**src/rtl/q24alu_queue.sv**
```systemverilog
// ----------------------------------------------------------------------------
// q24alu_queue
// short fifo between the front end and the back end
// ----------------------------------------------------------------------------
module q24alu_queue #(
  parameter int WIDTH = 8,
  parameter int DEPTH = 4
) (
  input  logic             clk,
  input  logic             rst,
  input  logic             push,
  input  logic [WIDTH-1:0] push_data,
  output logic             full,
  input  logic             pop,
  output logic             head_valid,
  output logic [WIDTH-1:0] head_data
);

  localparam int AW = (DEPTH > 1) ? $clog2(DEPTH) : 1;
  localparam int CW = $clog2(DEPTH + 1);

  logic [WIDTH-1:0] mem [DEPTH];
  logic [AW-1:0]    wr_ptr;
  logic [AW-1:0]    rd_ptr;
  logic [CW-1:0]    count;
  logic             do_push;
  logic             do_pop;

  assign full       = count == CW'(DEPTH);
  assign head_valid = count != '0;
  assign head_data  = mem[rd_ptr];
  assign do_push    = push && !full;
  assign do_pop     = pop && head_valid;

  always_ff @(posedge clk) begin
    if (rst) begin
      wr_ptr <= '0;
      rd_ptr <= '0;
      count  <= '0;
    end else begin
      if (do_push) begin
        wr_ptr <= (wr_ptr == AW'(DEPTH - 1)) ? '0 : wr_ptr + 1'b1;
      end
      if (do_pop) begin
        rd_ptr <= (rd_ptr == AW'(DEPTH - 1)) ? '0 : rd_ptr + 1'b1;
      end
      if (do_push && !do_pop) begin
        count <= count + 1'b1;
      end else if (do_pop && !do_push) begin
        count <= count - 1'b1;
      end
    end
  end

  always_ff @(posedge clk) begin
    if (do_push) begin
      mem[wr_ptr] <= push_data;
    end
  end

endmodule

```
**config.mk**
```make
export PLATFORM = sky130hd
export DESIGN_NAME = q24alu_queue
export DESIGN_NICKNAME = d
export VERILOG_FILES = /design/src/rtl/q24alu_queue.sv
export SDC_FILE = /design/constraint.sdc
export NUM_CORES = 1
export LEC_CHECK = 0
export BUFFER_PORTS_ARGS = -buffer_cell sky130_fd_sc_hd__buf_2
export CORE_MARGIN = 5
export CORE_UTILIZATION = 50
export DETAILED_ROUTE_END_ITERATION = 8
export GPL_TIMING_DRIVEN = 0
export PLACE_DENSITY = 0.73
export SETUP_SLACK_MARGIN = 0.1
export SLEW_MARGIN = 20
export SYNTH_ARGS = -nofsm -noshare
export SYNTH_HDL_FRONTEND = slang
export SYNTH_SLANG_ARGS = --single-unit
```
**constraint.sdc**
```tcl
create_clock -name clk -period 2.6 [get_ports clk]
set_clock_uncertainty 0.2 [all_clocks]
set_input_delay 0.39 -clock clk [delete_from_list [all_inputs] [get_ports clk]]
set_output_delay 0.39 -clock clk [all_outputs]
set_load 0.1 [all_outputs]
```
==> impl_results.md <==
* Outcome: completed
* Initial antenna violation count at 0
* Critical Path Slowest Stage Cell: or3_2
* Drt via density at ~5.1
* Pwr per Cell Area at ~1100 mW/mm^2
* Post-DP HPWL at ~1.8 mm
* Avg Cell Area, Syn at 17.91 um^2
* Iter 0 DRT Violations at 62
* Hold_ws at 0.04781 ns
* EDFF count, synth at 32
* VDD IR-drop max at between 0.6 and 0.7 mV
* Routability congestion estimate at between 0.6 and 0.7
* Pleak at slightly above 0.7 nW
* Vias in the first global route at around 900
* Pins Over Slew Limit at 0
* Post-synth top area cell: edfxtp_1
* Drc violations at 0
* Die Y at ~67 um
* Clock transition at path regs at approximately 0.11 ns
* Fin crit share at 93.30%
* Wire length of the first global-routing pass at between 4 and 5 mm
* Dpl cells at 156
* Layout cells sized above 1 at roughly 43%
* Worst setup EP type: flip-flop
* Reg2reg start: count[2]
* # Max-Cap Violations at 0
* CTS buffer count at 5
* Post-route antenna net violation count at 0
* CP max FO at 7
* TritonCTS clock tree: yes
* Ys flop type: edfxtp_1
* Die width at just under 70 um
* Setup TNS at 0 ns
* Unrepaired setup endpoints after global routing: no
* End-of-flow core utilization at slightly above 60%
* Die area at 0.004543 mm^2
* Via count at ~850
* Critical Path, Cell by Cell: or3b_1, buf_6, clkinv_8, nor2_4, ha_4, inv_1, fa_1, xor2_1, or3_2, a21oi_2
* Sink Count at 41
* First drt pass iteration count at 4
* Hold/Removal Path Class: in2reg
* Port bufs at 20
* Rows at 20
* Cells after Synth at 92
* Post-route insts no fill at approximately 170
* Hold_sp: push_data[2]
* Final Net Count at between 100 and 150
* Cell Area, Placed at 0.001810 mm^2
* Final min period at 2.426 ns
* Synth Net Count at around 110
* Worst Tran Pin Value at 0.5074 ns
* Top cell type's share of synthesized area at 58.31%
* Avg WL per Cell at 15.60 um
* Clock Latency Late Sink at between 0.3 and 0.4 ns
* Max Root-Sink Buffers at 2
* Crit Path Category: reg2reg
* CP startpoint: count[2]
* Startpoint Class: flip-flop
* Synthesis-to-layout area growth at 17.39%
* Worst stage delay on the critical path at approximately 0.43 ns
* GRT Util Overall at a little over an eighth
* Diodes inserted at 0
* Crit path buf inv count at 3
* CTS H-tree lvls at 2
* Final Hold Vio Count at 0
* CP required at roughly 2.7 ns
* Root Driver: clkbuf_4
* Mapped Area at roughly 0.0016 mm^2
* Ports at 22
* Commonest cells in the synthesized netlist: 32 x edfxtp_1, 9 x dfxtp_1, 8 x mux4_2
* Synth cell types at 26
* Worst EP arrival at roughly 2.5 ns
* Fmax at slightly above 400 MHz
* Post-Route WL at between 2 and 3 mm
* Most common cell in the synthesized netlist: edfxtp_1
* Final Setup Violations at 0
* Core area at 0.003103 mm^2
* Synth Warn # at 0
* Yosys reg bits at approximately 40
* Ys async rst share at 0%
* Initial core utilization at 53.10%
* Delay-heaviest family, CP: simple AND/OR/NAND/NOR gates
* Grt total ovfl at 0
* Register area share after synthesis at between 60% and 70%
* Fin area at 0.001934 mm^2
* Hold_buf cts at 0
* Largest net degree at the start of global routing at 13
* Ranking of synthesized cells by area: edfxtp_1 58%, dfxtp_1 11%, mux4_2 11%
* Slew margin rel. at between 60% and 70%
* R2r setup slk at between 0.15 and 0.2 ns
-- flip-flops by register name (all words and copies together), names as in the netlist, named ones only --
signal and count:
count 3, mem 32, rd_ptr 2, wr_ptr 2
-- metal layers --
metal  track usage (%)  up-vias  share of wire, %
met5                 0        -                 0
met4             9.114        0               3.0
met3             4.992        7               6.6
met2             20.74       24                47
met1             14.82      409                43
li1                  -      408                 -
-- stage by stage --
step	worst slack, ns	power, mW
CTS	0.1281	2.183
detailed placement	0.04411	1.784
floorplan	0.1227	1.646
finish	0.1741	2.203
global placement	0.1382	1.759
global route	0.08620	2.298
-- final timing paths --
check / end / depth (start not counted)
min reg2reg: rd_ptr[0] / 2
min: mem[3][2] / 1
max reg2reg: count[2] / 10
max: count[2] / 10
-- placed cells by master (no fill, tap or decap), types with 2 or more instances in the layout --
master and count:
dfxtp_4 3, edfxtp_1 32, nand3_1 2, inv_1 4, clkbuf_4 5, buf_2 21
dfxtp_1 6, clkbuf_1 2, xor2_1 2, ha_1 5, or3_2 2, nor2_1 3
a21oi_1 2, mux2i_1 2, and3_2 4, mux4_2 8
-- what timing repair did --
item,in CTS,in global routing
hold endpoints to repair,0,0
buffers inserted,0,1
pin swaps,0,1
setup endpoints to repair,1,1
resized for setup,5,6
-- power by group --
group / switching (mW) / total (mW) / internal, mW
Sequential: 0.0506 / 0.858 / 0.807
Combinational: 0.701 / 0.952 / 0.252
Clock: 0.193 / 0.393 / 0.200
-- cells by family (layout without fill, tap and decap cells) --
kind of cell / after synthesis / count (layout) / synth area share, %
xor gates and xnor gates: 2 / 2 / 1.063
muxes: 10 / 10 / 12.15
adders and majority gates: 7 / 7 / 5.771
DFF: 41 / 41 / 69.25
and+or+nand+nor: 16 / 16 / 5.846
AOI/OAI and AO/OA: 7 / 7 / 3.036
buffers and inverters: 9 / 38 / 2.884
-- area by class of cell --
type | count | area, um^2
timing repair buffer | 21 | 107.6
buffer | 4 | 23.77
clock buffer | 6 | 41.29
inverter | 5 | 31.28
sequential | 41 | 1152
multi-input combinational | 42 | 489.2
clock inverter | 2 | 33.78
fill | 252 | 1169
tap | 44 | 55.05
(Power assumes the default switching activity.)
