--- src/rtl/q24alu_pkg.sv ---
// ----------------------------------------------------------------------------
// q24alu_pkg
// operation codes, item kinds and shared types of the fixed-point alu
// ----------------------------------------------------------------------------
package q24alu_pkg;

  localparam logic [3:0] OP_ADD      = 4'd0;
  localparam logic [3:0] OP_SUB      = 4'd1;
  localparam logic [3:0] OP_MUL      = 4'd2;
  localparam logic [3:0] OP_DIV      = 4'd3;
  localparam logic [3:0] OP_MIN      = 4'd4;
  localparam logic [3:0] OP_MAX      = 4'd5;
  localparam logic [3:0] OP_INC      = 4'd6;
  localparam logic [3:0] OP_DEC      = 4'd7;
  localparam logic [3:0] OP_TO_INT   = 4'd8;
  localparam logic [3:0] OP_FROM_INT = 4'd9;

  localparam logic [1:0] KIND_SIMPLE = 2'd0;
  localparam logic [1:0] KIND_MUL    = 2'd1;
  localparam logic [1:0] KIND_DIV    = 2'd2;

  localparam int MUL_CHUNK   = 16;
  localparam int QUEUE_DEPTH = 4;

  typedef struct packed {
    logic less;
    logic equal;
    logic greater;
    logic ovf;
    logic dz;
  } flags_t;

  typedef struct packed {
    logic [1:0] kind;
    logic       neg;
    flags_t     flags;
  } ctrl_t;

endpackage

--- src/rtl/q24alu_front.sv ---
// ----------------------------------------------------------------------------
// q24alu_front
// decodes an item, finishes the simple operations and sets up
// multiply and divide for the back end
// ----------------------------------------------------------------------------
module q24alu_front import q24alu_pkg::*; #(
  parameter int DATA_WIDTH = 32,
  parameter int FRAC_BITS  = 8
) (
  input  logic [3:0]            req_type,
  input  logic signed [31:0]    operand_a,
  input  logic signed [31:0]    operand_b,
  output ctrl_t                 ctrl,
  output logic [DATA_WIDTH-1:0] res,
  output logic [DATA_WIDTH-1:0] ma,
  output logic [DATA_WIDTH-1:0] mb
);

  localparam int W  = DATA_WIDTH;
  localparam int F  = FRAC_BITS;
  localparam int WX = W + F + 1;

  localparam logic signed [W-1:0] MAXV = {1'b0, {(W-1){1'b1}}};
  localparam logic signed [W-1:0] MINV = {1'b1, {(W-1){1'b0}}};

  logic signed [W-1:0]  a;
  logic signed [W-1:0]  b;
  logic signed [W-1:0]  r;
  logic signed [WX-1:0] wa;
  logic signed [WX-1:0] wb;
  logic signed [WX-1:0] wide;
  logic                 sat_en;
  logic                 ovf;
  logic                 dz;
  logic [1:0]           kind;

  assign a  = W'(operand_a);
  assign b  = W'(operand_b);
  assign wa = WX'(a);
  assign wb = WX'(b);

  assign ma = a[W-1] ? ~a + 1'b1 : a;
  assign mb = b[W-1] ? ~b + 1'b1 : b;

  always_comb begin
    wide   = '0;
    sat_en = 1'b0;
    ovf    = 1'b0;
    dz     = 1'b0;
    kind   = KIND_SIMPLE;
    r      = '0;
    case (req_type)
      OP_ADD: begin
        wide   = wa + wb;
        sat_en = 1'b1;
      end
      OP_SUB: begin
        wide   = wa - wb;
        sat_en = 1'b1;
      end
      OP_INC: begin
        wide   = wa + WX'(1);
        sat_en = 1'b1;
      end
      OP_DEC: begin
        wide   = wa - WX'(1);
        sat_en = 1'b1;
      end
      OP_FROM_INT: begin
        wide   = wa <<< F;
        sat_en = 1'b1;
      end
      OP_MUL: begin
        kind = KIND_MUL;
      end
      OP_DIV: begin
        if (b == '0) begin
          dz = 1'b1;
          r  = a[W-1] ? MINV : MAXV;
        end else begin
          kind = KIND_DIV;
        end
      end
      OP_MIN: begin
        r = (a < b) ? a : b;
      end
      OP_MAX: begin
        r = (a > b) ? a : b;
      end
      OP_TO_INT: begin
        r = a >>> F;
      end
      default: begin
        r = '0;
      end
    endcase
    if (sat_en) begin
      if (wide > WX'(MAXV)) begin
        r   = MAXV;
        ovf = 1'b1;
      end else if (wide < WX'(MINV)) begin
        r   = MINV;
        ovf = 1'b1;
      end else begin
        r = wide[W-1:0];
      end
    end
  end

  assign res                = r;
  assign ctrl.kind          = kind;
  assign ctrl.neg           = a[W-1] ^ b[W-1];
  assign ctrl.flags.less    = a < b;
  assign ctrl.flags.equal   = a == b;
  assign ctrl.flags.greater = a > b;
  assign ctrl.flags.ovf     = ovf;
  assign ctrl.flags.dz      = dz;

endmodule

--- config.mk ---
export PLATFORM = sky130hd
export DESIGN_NAME = q24alu_front
export DESIGN_NICKNAME = d
export VERILOG_FILES = /design/src/rtl/q24alu_pkg.sv /design/src/rtl/q24alu_front.sv
export SDC_FILE = /design/constraint.sdc
export NUM_CORES = 1
export LEC_CHECK = 0
export BUFFER_PORTS_ARGS = -buffer_cell sky130_fd_sc_hd__buf_2
export CELL_PAD_IN_SITES_DETAIL_PLACEMENT = 1
export CELL_PAD_IN_SITES_GLOBAL_PLACEMENT = 1
export CORE_ASPECT_RATIO = 1.2
export CORE_MARGIN = 5
export CORE_UTILIZATION = 37
export DETAILED_ROUTE_END_ITERATION = 12
export GPL_TIMING_DRIVEN = 0
export PLACE_DENSITY = 0.89
export SYNTH_ARGS = -nofsm -noshare
export SYNTH_HDL_FRONTEND = slang
export SYNTH_SLANG_ARGS = --single-unit
--- constraint.sdc ---
create_clock -name vclk -period 2.75
set_input_delay 0.1375 -clock vclk [all_inputs]
set_output_delay 0.1375 -clock vclk [all_outputs]
set_load 0.03 [all_outputs]
==> summary.txt <==
Finish
  – Area growth syn-to-layout: 52.5%
  – Reg area: 0 um2
  – Layout cells sized above 1: 38.1%
  – Most common cell after layout, fill and taps aside: buf_2
  – FFs & Latches: 0
  – Fin cells: 1,865
  – Most frequent cells in the layout: buf_2 (124), buf_4 (123), nand2_1 (111)
  – CLK BUF: 0
  – Final #Nets: 1,724
  – Final Cell Area: 12,900 um2

Floorplanning
  – Initial Util: 37.6%
  – Die height: 176 um
  – Die X: 148 um
  – Core footprint: 22,500 um2
  – Die Footprint: 26,100 um2
  – Rows: 60
  – I/O pin count: 172

Worst setup path
  – CP Data Arrival Time: 3.56 ns
  – Setup crit start kind: primary input
  – Worst setup EP type: output pin
  – Required @ worst endpoint: 2.61 ns
  – Crit path kind: primary input to output pin
  – Crit path max fanout: 10

STA
  – Unrepaired setup endpoints after global routing: yes
  – Setup violations, final: 36
  – Final worst setup slack: -0.945 ns
  – Fin. max-slew vios: 0
  – Worst slew pin tran: 1.17 ns
  – Setup TNS: -26.21 ns
  – Final hold vios: 0
  – Tcrit/Tclk final: 134%
  – Max_slew headroom: 21.8%
  – Minimum clock period: 3.70 ns
  – Max Clk Rate: 271 MHz

Status
  – Failing checks: negative setup slack
  – Status: finished, violations left

Run
  – Max-cap violations: 0

Yosys
  – Register area share after synthesis: 0%
  – Synth Area in XOR/XNOR: 10.6%
  – Mapped cell area: 8480 um2
  – Simple-gate portion of the synthesized area: 29.3%
  – Adder-Cell Fraction of Synth Area: 10.4%
  – Syn. warnings: 0
  – Post-synthesis compound-gate area fraction: 36.8%
  – Synth cell types: 92
  – Mapped Nets: 1,451
  – Syn Area/Cell: 6.45 um2
  – Largest family of logic cells by synthesized area: compound AO/OA/AOI/OAI gates
  – Mux share of post-synthesis cell area: 3.56%
  – Syn Inst Count: 1,314

Route
  – Vias: 13,511
  – Antenna-violating nets left: 0
  – Post-DR wirelength/cell: 31.4 um
  – DRT Pass-1 Iters: 8
  – Final wirelength: 58.5 mm
  – # DRC: 0
  – Via-per-instance ratio: 7.24
  – Number of DRC markers in iteration 0: 1,641

Global route
  – Largest net degree at the start of global routing: 11
  – Total grt overflow: 0
  – Initial antenna violation count: 2
  – Vias in the first global route: 12,971
  – Total track usage: 38.1%
  – Global-route wire length before repair: 78.1 mm

Clock tree
  – Hold_buf cts: 0

Placement
  – Gpl congestion: 1.08
  – HPWL after DPL: 40.1 mm
  – Inst Count DP: 1,764
  – PortBufs: 171
  – Placed standard-cell area: 10,200 um2

Worst hold path
  – Hold WC Path Type: primary input to output pin
==> final timing paths <==
kind / endpoint / start / slack (ns) / depth (start not counted)
setup / recovery: res[13] / req_type[0] / -0.95 / 15
hold / removal: mb[7] / operand_b[7] / 0.62 / 3
==> what timing repair did <==
item / in CTS / in global routing
resized for setup: 233 / 253
setup endpoints to repair: 44 / 43
pin swaps: 60 / 77
cloned: 0 / 1
setup buffers: 47 / 60
==> final cells by class <==
class / count / area (um2)
antenna: 1 / 2.50
buffer: 104 / 749
fill: 2806 / 9590
inverter: 74 / 338
multi-input combinational: 1128 / 9340
tap: 279 / 349
timing repair buffer: 279 / 2150
==> layer usage <==
metal	part of all wire (%)	up-vias	GRT usage (%)
met4	11	2	28.6
met3	11	481	5.21
li1	-	5437	-
met2	45	1158	63.4
met5	0.022	-	0
met1	34	6433	44.3
==> cell families (layout without fill, tap and decap cells) <==
family,count (synthesis),count (layout)
other cells,0,1
fa+ha+maj,69,69
xor+xnor,103,103
mux,30,30
simple gates,480,480
compound gates,446,446
buf+inv,186,457
==> critical path: stages <==
cell	delay (ns)
buf_2	0.29
nand2b_1	0.27
or3_1	0.45
buf_2	0.27
a211oi_2	0.30
o21ai_0	0.21
a21oi_1	0.18
nand2_2	0.14
and3_4	0.23
a21oi_4	0.19
buf_8	0.16
buf_12	0.11
nor2_1	0.04
nand4b_1	0.31
buf_4	0.26
==> Yosys cell counts (5+ instances only) <==
library cell / count / share of area (%)
a22oi_1: 20 / 1.8
nor2_1: 113 / 5.0
nand4_1: 19 / 1.4
or4_1: 9 / 0.80
xnor2_1: 83 / 8.6
nor2b_1: 18 / 1.3
nand2b_1: 23 / 1.7
or2_2: 14 / 1.0
o211ai_1: 22 / 1.9
ha_1: 67 / 9.9
a221o_1: 13 / 1.5
nand4b_1: 5 / 0.52
a31oi_1: 30 / 2.2
o31ai_1: 18 / 1.6
and4_1: 5 / 0.52
o21bai_1: 11 / 0.97
a222oi_1: 11 / 1.3
o2111ai_1: 17 / 1.8
buf_2: 24 / 1.4
clkbuf_1: 64 / 2.8
buf_4: 9 / 0.80
mux2i_1: 29 / 3.4
or3_1: 12 / 0.89
o21a_1: 11 / 0.97
nor4_1: 13 / 0.96
nand3_1: 36 / 2.1
a21oi_1: 110 / 6.5
buf_1: 10 / 0.44
a221oi_1: 12 / 1.2
inv_1: 72 / 3.2
nand2_1: 119 / 5.3
and2_1: 7 / 0.52
nor3_1: 38 / 2.2
o22ai_1: 14 / 1.0
and3_1: 21 / 1.5
a211oi_1: 9 / 0.80
o221ai_1: 16 / 1.7
o21ai_0: 63 / 3.7
a21o_1: 19 / 1.7
o41ai_1: 6 / 0.62
xor2_1: 20 / 2.1
==> stage by stage <==
| step | utilization (%) | hold WS [ns] | setup slack, ns |
|---|---|---|---|
| after floorplan | - | 0.407 | -0.331 |
| after global placement | 45.3 | 0.644 | -1.38 |
| after detailed placement | 45.3 | 0.647 | -1.46 |
| after CTS | 51.4 | 0.613 | -0.758 |
| after global routing | 57.4 | 0.636 | -0.927 |
| final | 57.4 | 0.623 | -0.945 |
